==> config.mk <==
export PLATFORM = sky130hd
export DESIGN_NAME = eight_bit_alu_with_minifloat_add
export DESIGN_NICKNAME = d
export VERILOG_FILES = /design/src/design/eba_pkg.sv /design/src/design/eba_fadd.sv /design/src/design/eba_exec.sv /design/src/design/eight_bit_alu_with_minifloat_add.sv
export SDC_FILE = /design/constraint.sdc
export NUM_CORES = 1
export LEC_CHECK = 0
export BUFFER_PORTS_ARGS = -buffer_cell sky130_fd_sc_hd__buf_4
export CAP_MARGIN = 25
export CORE_AREA = 4 4 108 110
export DETAILED_ROUTE_END_ITERATION = 10
export DIE_AREA = 0 0 112 114
export GPL_ROUTABILITY_DRIVEN = 0
export PLACE_DENSITY = 0.68
export SLEW_MARGIN = 20
export SYNTH_ARGS = -nofsm -noshare
export SYNTH_HDL_FRONTEND = slang
export SYNTH_SLANG_ARGS = --single-unit
==> constraint.sdc <==
create_clock -name clock -period 9.4 [get_ports clock]
set_clock_uncertainty 0.2 [all_clocks]
set_input_delay 1.88 -clock clock [delete_from_list [all_inputs] [get_ports clock]]
set_output_delay 1.88 -clock clock [all_outputs]
set_load 0.005 [all_outputs]
==> src/design/eba_pkg.sv <==
// ----------------------------------------------------------------------------
// eba_pkg - shared types and constants
// Operation codes, field widths, minifloat fixed-point constants and the
// request item type shared by the execute stage modules.
// ----------------------------------------------------------------------------
package eba_pkg;

   localparam int OpW     = 3;
   localparam int IdxW    = 4;
   localparam int ByteW   = 8;
   localparam int StepsW  = 4;

   // operation codes
   localparam logic [OpW-1:0] OP_OR   = 3'd0;
   localparam logic [OpW-1:0] OP_AND  = 3'd1;
   localparam logic [OpW-1:0] OP_XOR  = 3'd2;
   localparam logic [OpW-1:0] OP_ADD  = 3'd3;
   localparam logic [OpW-1:0] OP_FADD = 3'd4;
   localparam logic [OpW-1:0] OP_ROR  = 3'd5;

   // minifloat layout: sign, 3-bit exponent, 4-bit fraction, hidden one
   localparam int ExpW   = 3;
   localparam int FracW  = 4;
   // unsigned fixed point, 1 integer bit and 11 fraction bits, plus carry
   localparam int FixFracBits = 11;
   localparam int ManW        = FixFracBits + 2;
   localparam int FracShift   = FixFracBits - FracW;
   localparam logic [ManW-1:0] ONE_FIX = ManW'(1) << FixFracBits;

   typedef struct packed {
      logic [OpW-1:0]    operation;
      logic [IdxW-1:0]   dest_index;
      logic [ByteW-1:0]  value_s;
      logic [ByteW-1:0]  value_t;
      logic [StepsW-1:0] rotate_steps;
   } eba_req_type;

endpackage

==> src/design/eba_fadd.sv <==
// ----------------------------------------------------------------------------
// eba_fadd - minifloat adder
// Aligns two 8-bit minifloats, adds or subtracts magnitudes, normalizes one
// step and packs the result; pure combinational logic.
// ----------------------------------------------------------------------------
module eba_fadd (
   input  logic [eba_pkg::ByteW-1:0] a_s,
   input  logic [eba_pkg::ByteW-1:0] a_t,
   output logic [eba_pkg::ByteW-1:0] sum
);
   import eba_pkg::*;

   logic            sgn_s, sgn_t, sgn_r;
   logic [ExpW-1:0] exp_s, exp_t, exp_big, exp_r;
   logic [ExpW-1:0] diff;
   logic [ManW-1:0] man_s, man_t, al_s, al_t, man_sum, man_r, mag;
   logic [FracW-1:0] frac;

   always_comb begin
      sgn_s = a_s[ByteW-1];
      sgn_t = a_t[ByteW-1];
      exp_s = a_s[FracW +: ExpW];
      exp_t = a_t[FracW +: ExpW];
      man_s = ManW'({1'b1, a_s[FracW-1:0]}) << FracShift;
      man_t = ManW'({1'b1, a_t[FracW-1:0]}) << FracShift;

      // align the smaller exponent onto the larger
      if (exp_s > exp_t) begin
         diff    = exp_s - exp_t;
         al_s    = man_s;
         al_t    = man_t >> diff;
         exp_big = exp_s;
      end else begin
         diff    = exp_t - exp_s;
         al_s    = man_s >> diff;
         al_t    = man_t;
         exp_big = exp_t;
      end

      // on equal magnitudes with opposite signs the sign of t wins
      if (sgn_s == sgn_t) begin
         man_sum = al_s + al_t;
         sgn_r   = sgn_s;
      end else if (al_s > al_t) begin
         man_sum = al_s - al_t;
         sgn_r   = sgn_s;
      end else begin
         man_sum = al_t - al_s;
         sgn_r   = sgn_t;
      end

      // single normalize step
      priority if (man_sum[ManW-1]) begin
         man_r = man_sum >> 1;
         exp_r = exp_big + ExpW'(1);
      end else if (!man_sum[ManW-2]) begin
         man_r = man_sum << 1;
         exp_r = exp_big - ExpW'(1);
      end else begin
         man_r = man_sum;
         exp_r = exp_big;
      end

      // fraction is (m - 1) * 16 truncated toward zero, low bits kept
      if (man_r >= ONE_FIX) begin
         mag  = man_r - ONE_FIX;
         frac = mag[FracShift +: FracW];
      end else begin
         mag  = ONE_FIX - man_r;
         frac = FracW'(0) - mag[FracShift +: FracW];
      end

      sum = {sgn_r, exp_r, frac};
   end

endmodule

==> src/design/eba_exec.sv <==
// ----------------------------------------------------------------------------
// eba_exec - operation datapath
// Selects among logic ops, integer add, rotate right and minifloat add for
// one request item.
// ----------------------------------------------------------------------------
module eba_exec (
   input  eba_pkg::eba_req_type      req,
   output logic [eba_pkg::ByteW-1:0] result
);
   import eba_pkg::*;

   logic [ByteW-1:0]   fadd_sum;
   logic [2*ByteW-1:0] rot_dbl;

   eba_fadd u_fadd (
      .a_s (req.value_s),
      .a_t (req.value_t),
      .sum (fadd_sum)
   );

   // rotate the doubled word and keep the low byte
   assign rot_dbl = {req.value_s, req.value_s} >> req.rotate_steps[2:0];

   always_comb begin
      unique case (req.operation)
         OP_OR:   result = req.value_s | req.value_t;
         OP_AND:  result = req.value_s & req.value_t;
         OP_XOR:  result = req.value_s ^ req.value_t;
         OP_ADD:  result = req.value_s + req.value_t;
         OP_FADD: result = fadd_sum;
         OP_ROR:  result = rot_dbl[ByteW-1:0];
         default: result = '0;
      endcase
   end

endmodule

==> src/design/eight_bit_alu_with_minifloat_add.sv <==
// ----------------------------------------------------------------------------
// eight_bit_alu_with_minifloat_add - execute stage
// Registers the operands of one instruction, computes OR/AND/XOR, integer
// add, rotate right or minifloat add, and registers the result byte.
//
//   channel | direction | handshake            | payload
//   --------+-----------+----------------------+------------------------------
//   req     | in        | req_valid/req_stall  | operation, dest_index,
//           |           |                      | value_s, value_t, rotate_steps
//   rsp     | out       | rsp_valid/rsp_stall  | write_index, result_value
//
// Order: the operand register loads at the accept edge, then the result register
// loads from it, raising rsp_valid; one item per cycle while rsp_stall is low.
// Reset: synchronous, active high; clears both valid flags, nothing else.
// Stalls: a stalled result holds the result register; the operand register
// still fills if empty, and req_stall rises only when both stages are full.
// ----------------------------------------------------------------------------
module eight_bit_alu_with_minifloat_add (
   input  logic                       clock,
   input  logic                       reset,
   input  logic                       req_valid,
   output logic                       req_stall,
   input  logic [eba_pkg::OpW-1:0]    req_operation,
   input  logic [eba_pkg::IdxW-1:0]   req_dest_index,
   input  logic [eba_pkg::ByteW-1:0]  req_value_s,
   input  logic [eba_pkg::ByteW-1:0]  req_value_t,
   input  logic [eba_pkg::StepsW-1:0] req_rotate_steps,
   output logic                       rsp_valid,
   input  logic                       rsp_stall,
   output logic [eba_pkg::IdxW-1:0]   rsp_write_index,
   output logic [eba_pkg::ByteW-1:0]  rsp_result_value
);
   import eba_pkg::*;

   // operand stage
   logic        s1_valid_ff, s1_valid_in;
   eba_req_type s1_item_ff, s1_item_in;
   // result stage
   logic             rsp_valid_ff, rsp_valid_in;
   logic [IdxW-1:0]  rsp_index_ff, rsp_index_in;
   logic [ByteW-1:0] rsp_value_ff, rsp_value_in;

   logic             s2_advance;  // operand stage moves into result stage
   logic             s1_take;     // operand stage can load a new item
   logic [ByteW-1:0] exec_result;

   eba_exec u_exec (
      .req    (s1_item_ff),
      .result (exec_result)
   );

   // advance when the result register is empty or being drained this cycle
   assign s2_advance = s1_valid_ff && (!rsp_valid_ff || !rsp_stall);
   assign s1_take    = !s1_valid_ff || s2_advance;
   assign req_stall  = !s1_take;

   always_comb begin
      // operand stage: load on accept, otherwise hold or drop
      s1_item_in  = s1_item_ff;
      s1_valid_in = s1_valid_ff;
      if (s1_take) begin
         s1_valid_in = req_valid;
         s1_item_in  = '{operation:    req_operation,
                         dest_index:   req_dest_index,
                         value_s:      req_value_s,
                         value_t:      req_value_t,
                         rotate_steps: req_rotate_steps};
      end

      // result stage: capture the executed item, hold while stalled
      rsp_index_in = rsp_index_ff;
      rsp_value_in = rsp_value_ff;
      if (s2_advance) begin
         rsp_valid_in = 1'b1;
         rsp_index_in = s1_item_ff.dest_index;
         rsp_value_in = exec_result;
      end else if (!rsp_stall) begin
         rsp_valid_in = 1'b0;
      end else begin
         rsp_valid_in = rsp_valid_ff;
      end
   end

   always_ff @(posedge clock) begin
      if (reset) begin
         s1_valid_ff  <= 1'b0;
         rsp_valid_ff <= 1'b0;
      end else begin
         s1_valid_ff  <= s1_valid_in;
         rsp_valid_ff <= rsp_valid_in;
      end
   end

   // payload registers need no reset
   always_ff @(posedge clock) begin
      s1_item_ff   <= s1_item_in;
      rsp_index_ff <= rsp_index_in;
      rsp_value_ff <= rsp_value_in;
   end

   assign rsp_valid        = rsp_valid_ff;
   assign rsp_write_index  = rsp_index_ff;
   assign rsp_result_value = rsp_value_ff;

   // input side only stalls with a full operand stage
   a_stall_needs_item: assert property (@(posedge clock) disable iff (reset)
      req_stall |-> s1_valid_ff)
      else $error("req_stall raised with empty operand stage");

   // an advancing item shows up as a result next cycle
   a_advance_shows: assert property (@(posedge clock) disable iff (reset)
      s2_advance |=> rsp_valid && rsp_write_index == $past(s1_item_ff.dest_index))
      else $error("advanced item missing from result register");

   // a result that is stalled is never overwritten
   a_no_overwrite: assert property (@(posedge clock) disable iff (reset)
      rsp_valid_ff && rsp_stall |-> !s2_advance)
      else $error("stalled result would be overwritten");

   // reset empties both stages
   a_reset_clears: assert property (@(posedge clock)
      reset |=> !s1_valid_ff && !rsp_valid_ff)
      else $error("pipeline not empty after reset");

endmodule

==> metrics.cfg, run 1 <==
[worst_setup_path]
endpoint_kind=flip-flop
cp_top_family=simple AND/OR/NAND/NOR gates
cp_max_fo=19
path_class=reg2reg
critPathArrivalTime_ps=7840
cp-start-kind=flip-flop
rrSetupSlack_ps=1400
required_ps=9240
path_buf_inv=3
max_stage_delay_ps=880
crit_slowest_cell=fa_1
reg2reg_from=s1_item_ff[16]
ff2ff_path_depth=25
r2r-end=rsp_result_value[2]

[grt]
antenna_found_initial=0
grt_max_degree=36
gr-total-overflow=0
grt_pass1_vias=4925
grt_usage_pct=23.6
grt_pass1_wl_um=24800

[layout]
fin_area_um2=6100
nFillCells=963
antenna_cells=0
drive_gt1_share_pct=16.1
layout_commonest_cell=inv_1
area_delta_synth_final_pct=6.18
layout_common_cells=inv_1 (67), ha_1 (50), buf_4 (46)
nets=768
instances_no_fill=823

[synthesis]
synth_top_area_share_pct=19.9
synth_seq_cells=40
syn_avg_cell_area_um2=8.63
synth_area_leaders=edfxtp_1 (20%), ha_1 (11%), inv_1 (4.4%)
synthArstFlopShare_pct=0
syn_area_um2=5750
synth_fp_nets=752
dominantRegCellSynth=edfxtp_1
synth-seq-area-share_pct=20.6
synth-edff-count=38
synth_cell_types=99
yosys.area.top_type=edfxtp_1
synth_warnings=0
syn_inst=666

[cts]
clock_latency_ps=300
cts_resized=0
clock-sinks=40
cts_setup_buffers=0
h-tree-depth=2
cts-hold-fix-buffers=0
clock_tree.buffer_depth=2
cts_tree=yes
clkTransAtPathRegs_ps=80
cts_root_buf=clkbuf_8
cts_buffers=5

[sta]
rsz0062_at_grt=false
hold_violations=0
fin_tns_setup_ps=0
setup_viol=0
slew_viol_final=0
min_period_ps=8000
slew_headroom_pct=42.7
fin_crit_sh_pct=85.1
tightest_slew_ps=859
fmax_ghz=0.125

[die]
die_h_um=114
rows=38
die_area_um2=12800
ios=45
die_w_um=112
fp.coreArea_um2=10700
initial_core_util_pct=53.7

[placement]
port_buffers=43
dp_hpwl_um=11900
dpl.cell_count=815
dpl_cell_area_um2=5980

[pwr]
leakage_uw=0.00260
power_density_nw_per_um2=191
ir_drop_uv=101

[route]
drt-pass1-iter-count=5
vias=5260
via_per_inst=6.39
routed_wl_um=15100
avgRoutedWirePerCell_um=18.4
drt_iter0_markers=536
drc=0
ant_nets=0

[min_path]
hold_depth=0
hp-class=reg2reg
min_to=rsp_write_index[3]
hp-start=s1_item_ff[23]

[status]
outcome=complete, no violations

[job]
maxCapViolCount=0

-- metrics by stage --
step	setup slack, ps	util, %	hold slack [ps]	total power, uW
after global placement	1570	55.9	202	985
after detailed placement	1370	55.9	206	1000
after floorplan	2860	-	200	854
after global routing	733	57.0	222	1260
final	1400	57.0	215	1170
after CTS	1350	57.0	214	1150
-- state kept, by name, summed over array words and instances, names as in the netlist --
register          count
s1_valid_ff           1
rsp_valid             1
rsp_write_index       4
s1_item_ff           26
rsp_result_value      8
-- worst reg2reg max path: stages, from the launching register on --
cell and delay, ps:
edfxtp_1 480, inv_1 160, ha_1 250, inv_1 80
fa_1 880, or3b_2 520, o211ai_1 100, a21oi_1 180
ha_1 510, or4_4 620, nor4_1 320, nand2_1 180
nor2_1 420, o21a_4 290, nand3_1 170, a31oi_4 510
a31oi_1 230, nor3_1 510, nand2_1 130, xor2_1 170
ha_1 230, inv_1 50, nor2_1 50, and3_2 210
o2111ai_1 170, nand3_1 120
-- cells in the mapped netlist (all sizes together), types with 9 or more instances --
cell type  number
inv            67
ha             51
nor2           45
nand2          43
a21oi          41
edfxtp         38
o21ai          37
clkbuf         25
mux2i          24
nand3          17
nor3           15
xnor2          15
a21o           14
a211oi         12
buf            12
o211ai         12
nand2b          9
nor4            9
o21a            9
o21bai          9
-- how the worst max path moves through the flow --
stage / startpoint / end / slack [ps] / cells past startpoint
5_1_grt: s1_item_ff[16] / rsp_result_value[2] / 730 / 25
4_1_cts: s1_item_ff[16] / rsp_result_value[2] / 1350 / 24
3_3_place_gp: s1_item_ff[16] / rsp_result_value[2] / 1570 / 25
6_report: s1_item_ff[16] / rsp_result_value[2] / 1400 / 25
2_1_floorplan: s1_item_ff[16] / rsp_result_value[2] / 2860 / 27
3_5_place_dp: s1_item_ff[16] / rsp_result_value[2] / 1370 / 25
-- power by group --
part           leakage [uW]  internal, uW  total, uW  switching [uW]
combinational       0.00213           306        796             490
clock             0.0000614          86.7        146            59.7
sequential         0.000405           209        226            16.6
total               0.00260           602       1170             566
-- layer usage --
layer  routed length [um]  up-vias  GRT usage, %  share of wire (%)
met1                 6800     2477          33.9                 45
met2                 6800      234          37.1                 45
met3                 1190       26          3.24                7.9
li1                     -     2523             -                  -
met5                    0        -             0                  0
met4                  354        0          7.05                2.3
-- cell type report --
cell class                      count  area, um^2  area share [%]
Clock buffer                        6        82.6            1.35
Multi-Input combinational cell    522        4030            66.0
Tap cell                          140         175            2.87
Inverter                           67         251            4.12
Sequential cell                    40        1180            19.4
Timing Repair Buffer               46         345            5.66
Clock inverter                      2        38.8           0.636
-- kinds of logic after synthesis --
kind of cell	after synthesis	share of synthesized area (%)
fa+ha+maj	55	12.5
xor+xnor	23	3.77
simple gates	184	16.4
buf+inv	104	9.41
mux	36	7.90
flops	40	20.6
compound gates	224	29.4
Power figures use the tool's default switching activity.
==> run 2, diff against run 1 <==
--- a/config.mk
+++ b/config.mk
@@ -11,6 +11,7 @@
 export DETAILED_ROUTE_END_ITERATION = 10
 export DIE_AREA = 0 0 112 114
 export GPL_ROUTABILITY_DRIVEN = 0
+export GPL_TIMING_DRIVEN = 0
 export PLACE_DENSITY = 0.68
 export SLEW_MARGIN = 20
 export SYNTH_ARGS = -nofsm -noshare
==> run 2 against run 1 <==
Design area grew 3.9%. Combinational power grew 7.4%. Clock power shrank 24%. Sequential power shrank 4%. First-iteration DRC count shrank 1.1%. Total power grew 1.4%. Critical path depth grew 2. Critical path type unchanged. Largest cell class unchanged. Highest routed layer unchanged.
==> metrics.cfg, run 2 (same netlist as run 1, synthesis figures left out) <==
[min_path]
hp-class=reg2reg

[route]
drt_iter0_markers=530
via_per_inst=6.40
ant_nets=0
drt-pass1-iter-count=5
routed_wl_um=16200
avgRoutedWirePerCell_um=18.8
vias=5494
drc=0

[grt]
gr-total-overflow=0
antenna_found_initial=0
grt_pass1_vias=5205
grt_max_degree=29
grt_usage_pct=25.1
grt_pass1_wl_um=26200

[cts]
h-tree-depth=2
clock_tree.buffer_depth=2
cts_root_buf=clkbuf_8
cts_setup_buffers=0
cts_tree=yes
cts-hold-fix-buffers=0
clock-sinks=40
clock_latency_ps=290
cts_resized=0
cts_buffers=5
clkTransAtPathRegs_ps=80

[die]
die_area_um2=12800
fp.coreArea_um2=10700
rows=38
die_h_um=114
initial_core_util_pct=53.7
ios=45
die_w_um=112

[layout]
area_delta_synth_final_pct=10.4
layout_commonest_cell=inv_1
largest-register=s1_item_ff
antenna_cells=0
nets=803
fin_util_pct=59.3
drive_gt1_share_pct=17.7
nFillCells=956
largest_register_ffs=26
layout_common_cells=inv_1 (67), ha_1 (51), nor2_1 (45)

[worst_setup_path]
rrSetupSlack_ps=1560
cp-start-kind=flip-flop
endpoint_kind=flip-flop
reg2reg_from=s1_item_ff[17]
path_class=reg2reg
startpoint=s1_item_ff[17]
endpoint=rsp_result_value[2]
critPathArrivalTime_ps=7670
required_ps=9230
ff2ff_path_depth=27
r2r-end=rsp_result_value[2]
cp_max_fo=10

[sta]
holdWs_ps=225
slew_viol_final=0
fin_crit_sh_pct=83.4
slew_headroom_pct=45.0
setup_slack_ps=1560
rsz0062_at_grt=false
setup_viol=0
hold_violations=0
min_period_ps=7840
fmax_ghz=0.128
fin_tns_setup_ps=0
tightest_slew_ps=821

[pwr]
internal-power_uw=597
ir_drop_uv=94.6
power_switching_uw=587
swShare_pct=49.6
p_seq_share_pct=18.4
p_comb_share_pct=72.2
clockPowerShare_pct=9.4
leakage_uw=0.00271
power_density_nw_per_um2=187

[placement]
dp_hpwl_um=13000
port_buffers=43
pre_cts_ws_ps=1690

[job]
maxCapViolCount=0

[status]
outcome=complete, no violations

-- run 2: changes by cell type in the layout (fill, tap and decap cells not counted), moves of 2 or more --
cell / change
buf_2: +4
clkbuf_1: +14
clkbuf_8: +10
buf_4: -2
buf_1: +4
buf_6: +3
-- run 2: layout make-up --
type / instances / area, um^2 / share of cell area, %
multi-input cells: 522 / 4030 / 63.5
clock inverters: 2 / 12.5 / 0.197
flip-flops and latches: 40 / 1180 / 18.6
repair buffers: 44 / 330 / 5.21
plain buffers: 37 / 289 / 4.56
inverters: 67 / 251 / 3.97
well taps: 140 / 175 / 2.76
clock buffers: 6 / 72.6 / 1.14
-- run 2: power by group through the flow --
stage	sequential (uW)	combinational, uW	clock, uW
2_1_floorplan	219	635	0
3_3_place_gp	221	808	0
3_5_place_dp	222	829	0
4_1_cts	218	833	114
5_1_grt	219	934	125
6_report	218	855	111
-- run 2: critical path: stages, from the launching register on --
cell,delay [ps]
edfxtp_1,510
inv_1,130
ha_1,410
o21bai_4,230
o211a_2,330
clkbuf_8,220
clkbuf_1,440
nand2_1,180
a21oi_1,260
ha_1,350
or4_4,520
nor4_1,370
nand2_1,180
nor2_1,470
o21ai_2,260
a211oi_1,470
mux2_2,260
or2_1,110
a21oi_2,70
nor3_1,470
nand2_1,120
xor2_1,180
ha_1,230
inv_1,50
nor2_1,40
and3_2,210
o2111ai_1,170
nand3_1,110
-- run 2: worst min-delay path by stage --
stage / to / startpoint / cells after the start
floorplan: rsp_write_index[0] / s1_item_ff[20] / 0
global placement: rsp_write_index[3] / s1_item_ff[23] / 0
detailed placement: rsp_write_index[3] / s1_item_ff[23] / 0
CTS: rsp_write_index[3] / s1_item_ff[23] / 0
global route: rsp_write_index[3] / s1_item_ff[23] / 0
finish: rsp_write_index[3] / s1_item_ff[23] / 0
-- run 2: per-layer routing --
metal	track usage (%)	vias to the layer above	wire (um)	share of wire (%)
li1	-	2600	-	-
met1	35.3	2617	7260	45
met2	39.1	242	7190	44
met3	4.93	35	1240	7.7
met4	7.45	0	467	2.9
met5	0	-	0	0
-- run 2: per-stage QoR --
| step | instances | cell area (um^2) | total power, uW |
|---|---|---|---|
| finish | 858 | 6340 | 1180 |
| global route | 858 | 6340 | 1280 |
| CTS | 858 | 6340 | 1170 |
| detailed placement | 850 | 6260 | 1050 |
| global placement | 849 | 6240 | 1030 |
| floorplan | 666 | 5750 | 854 |
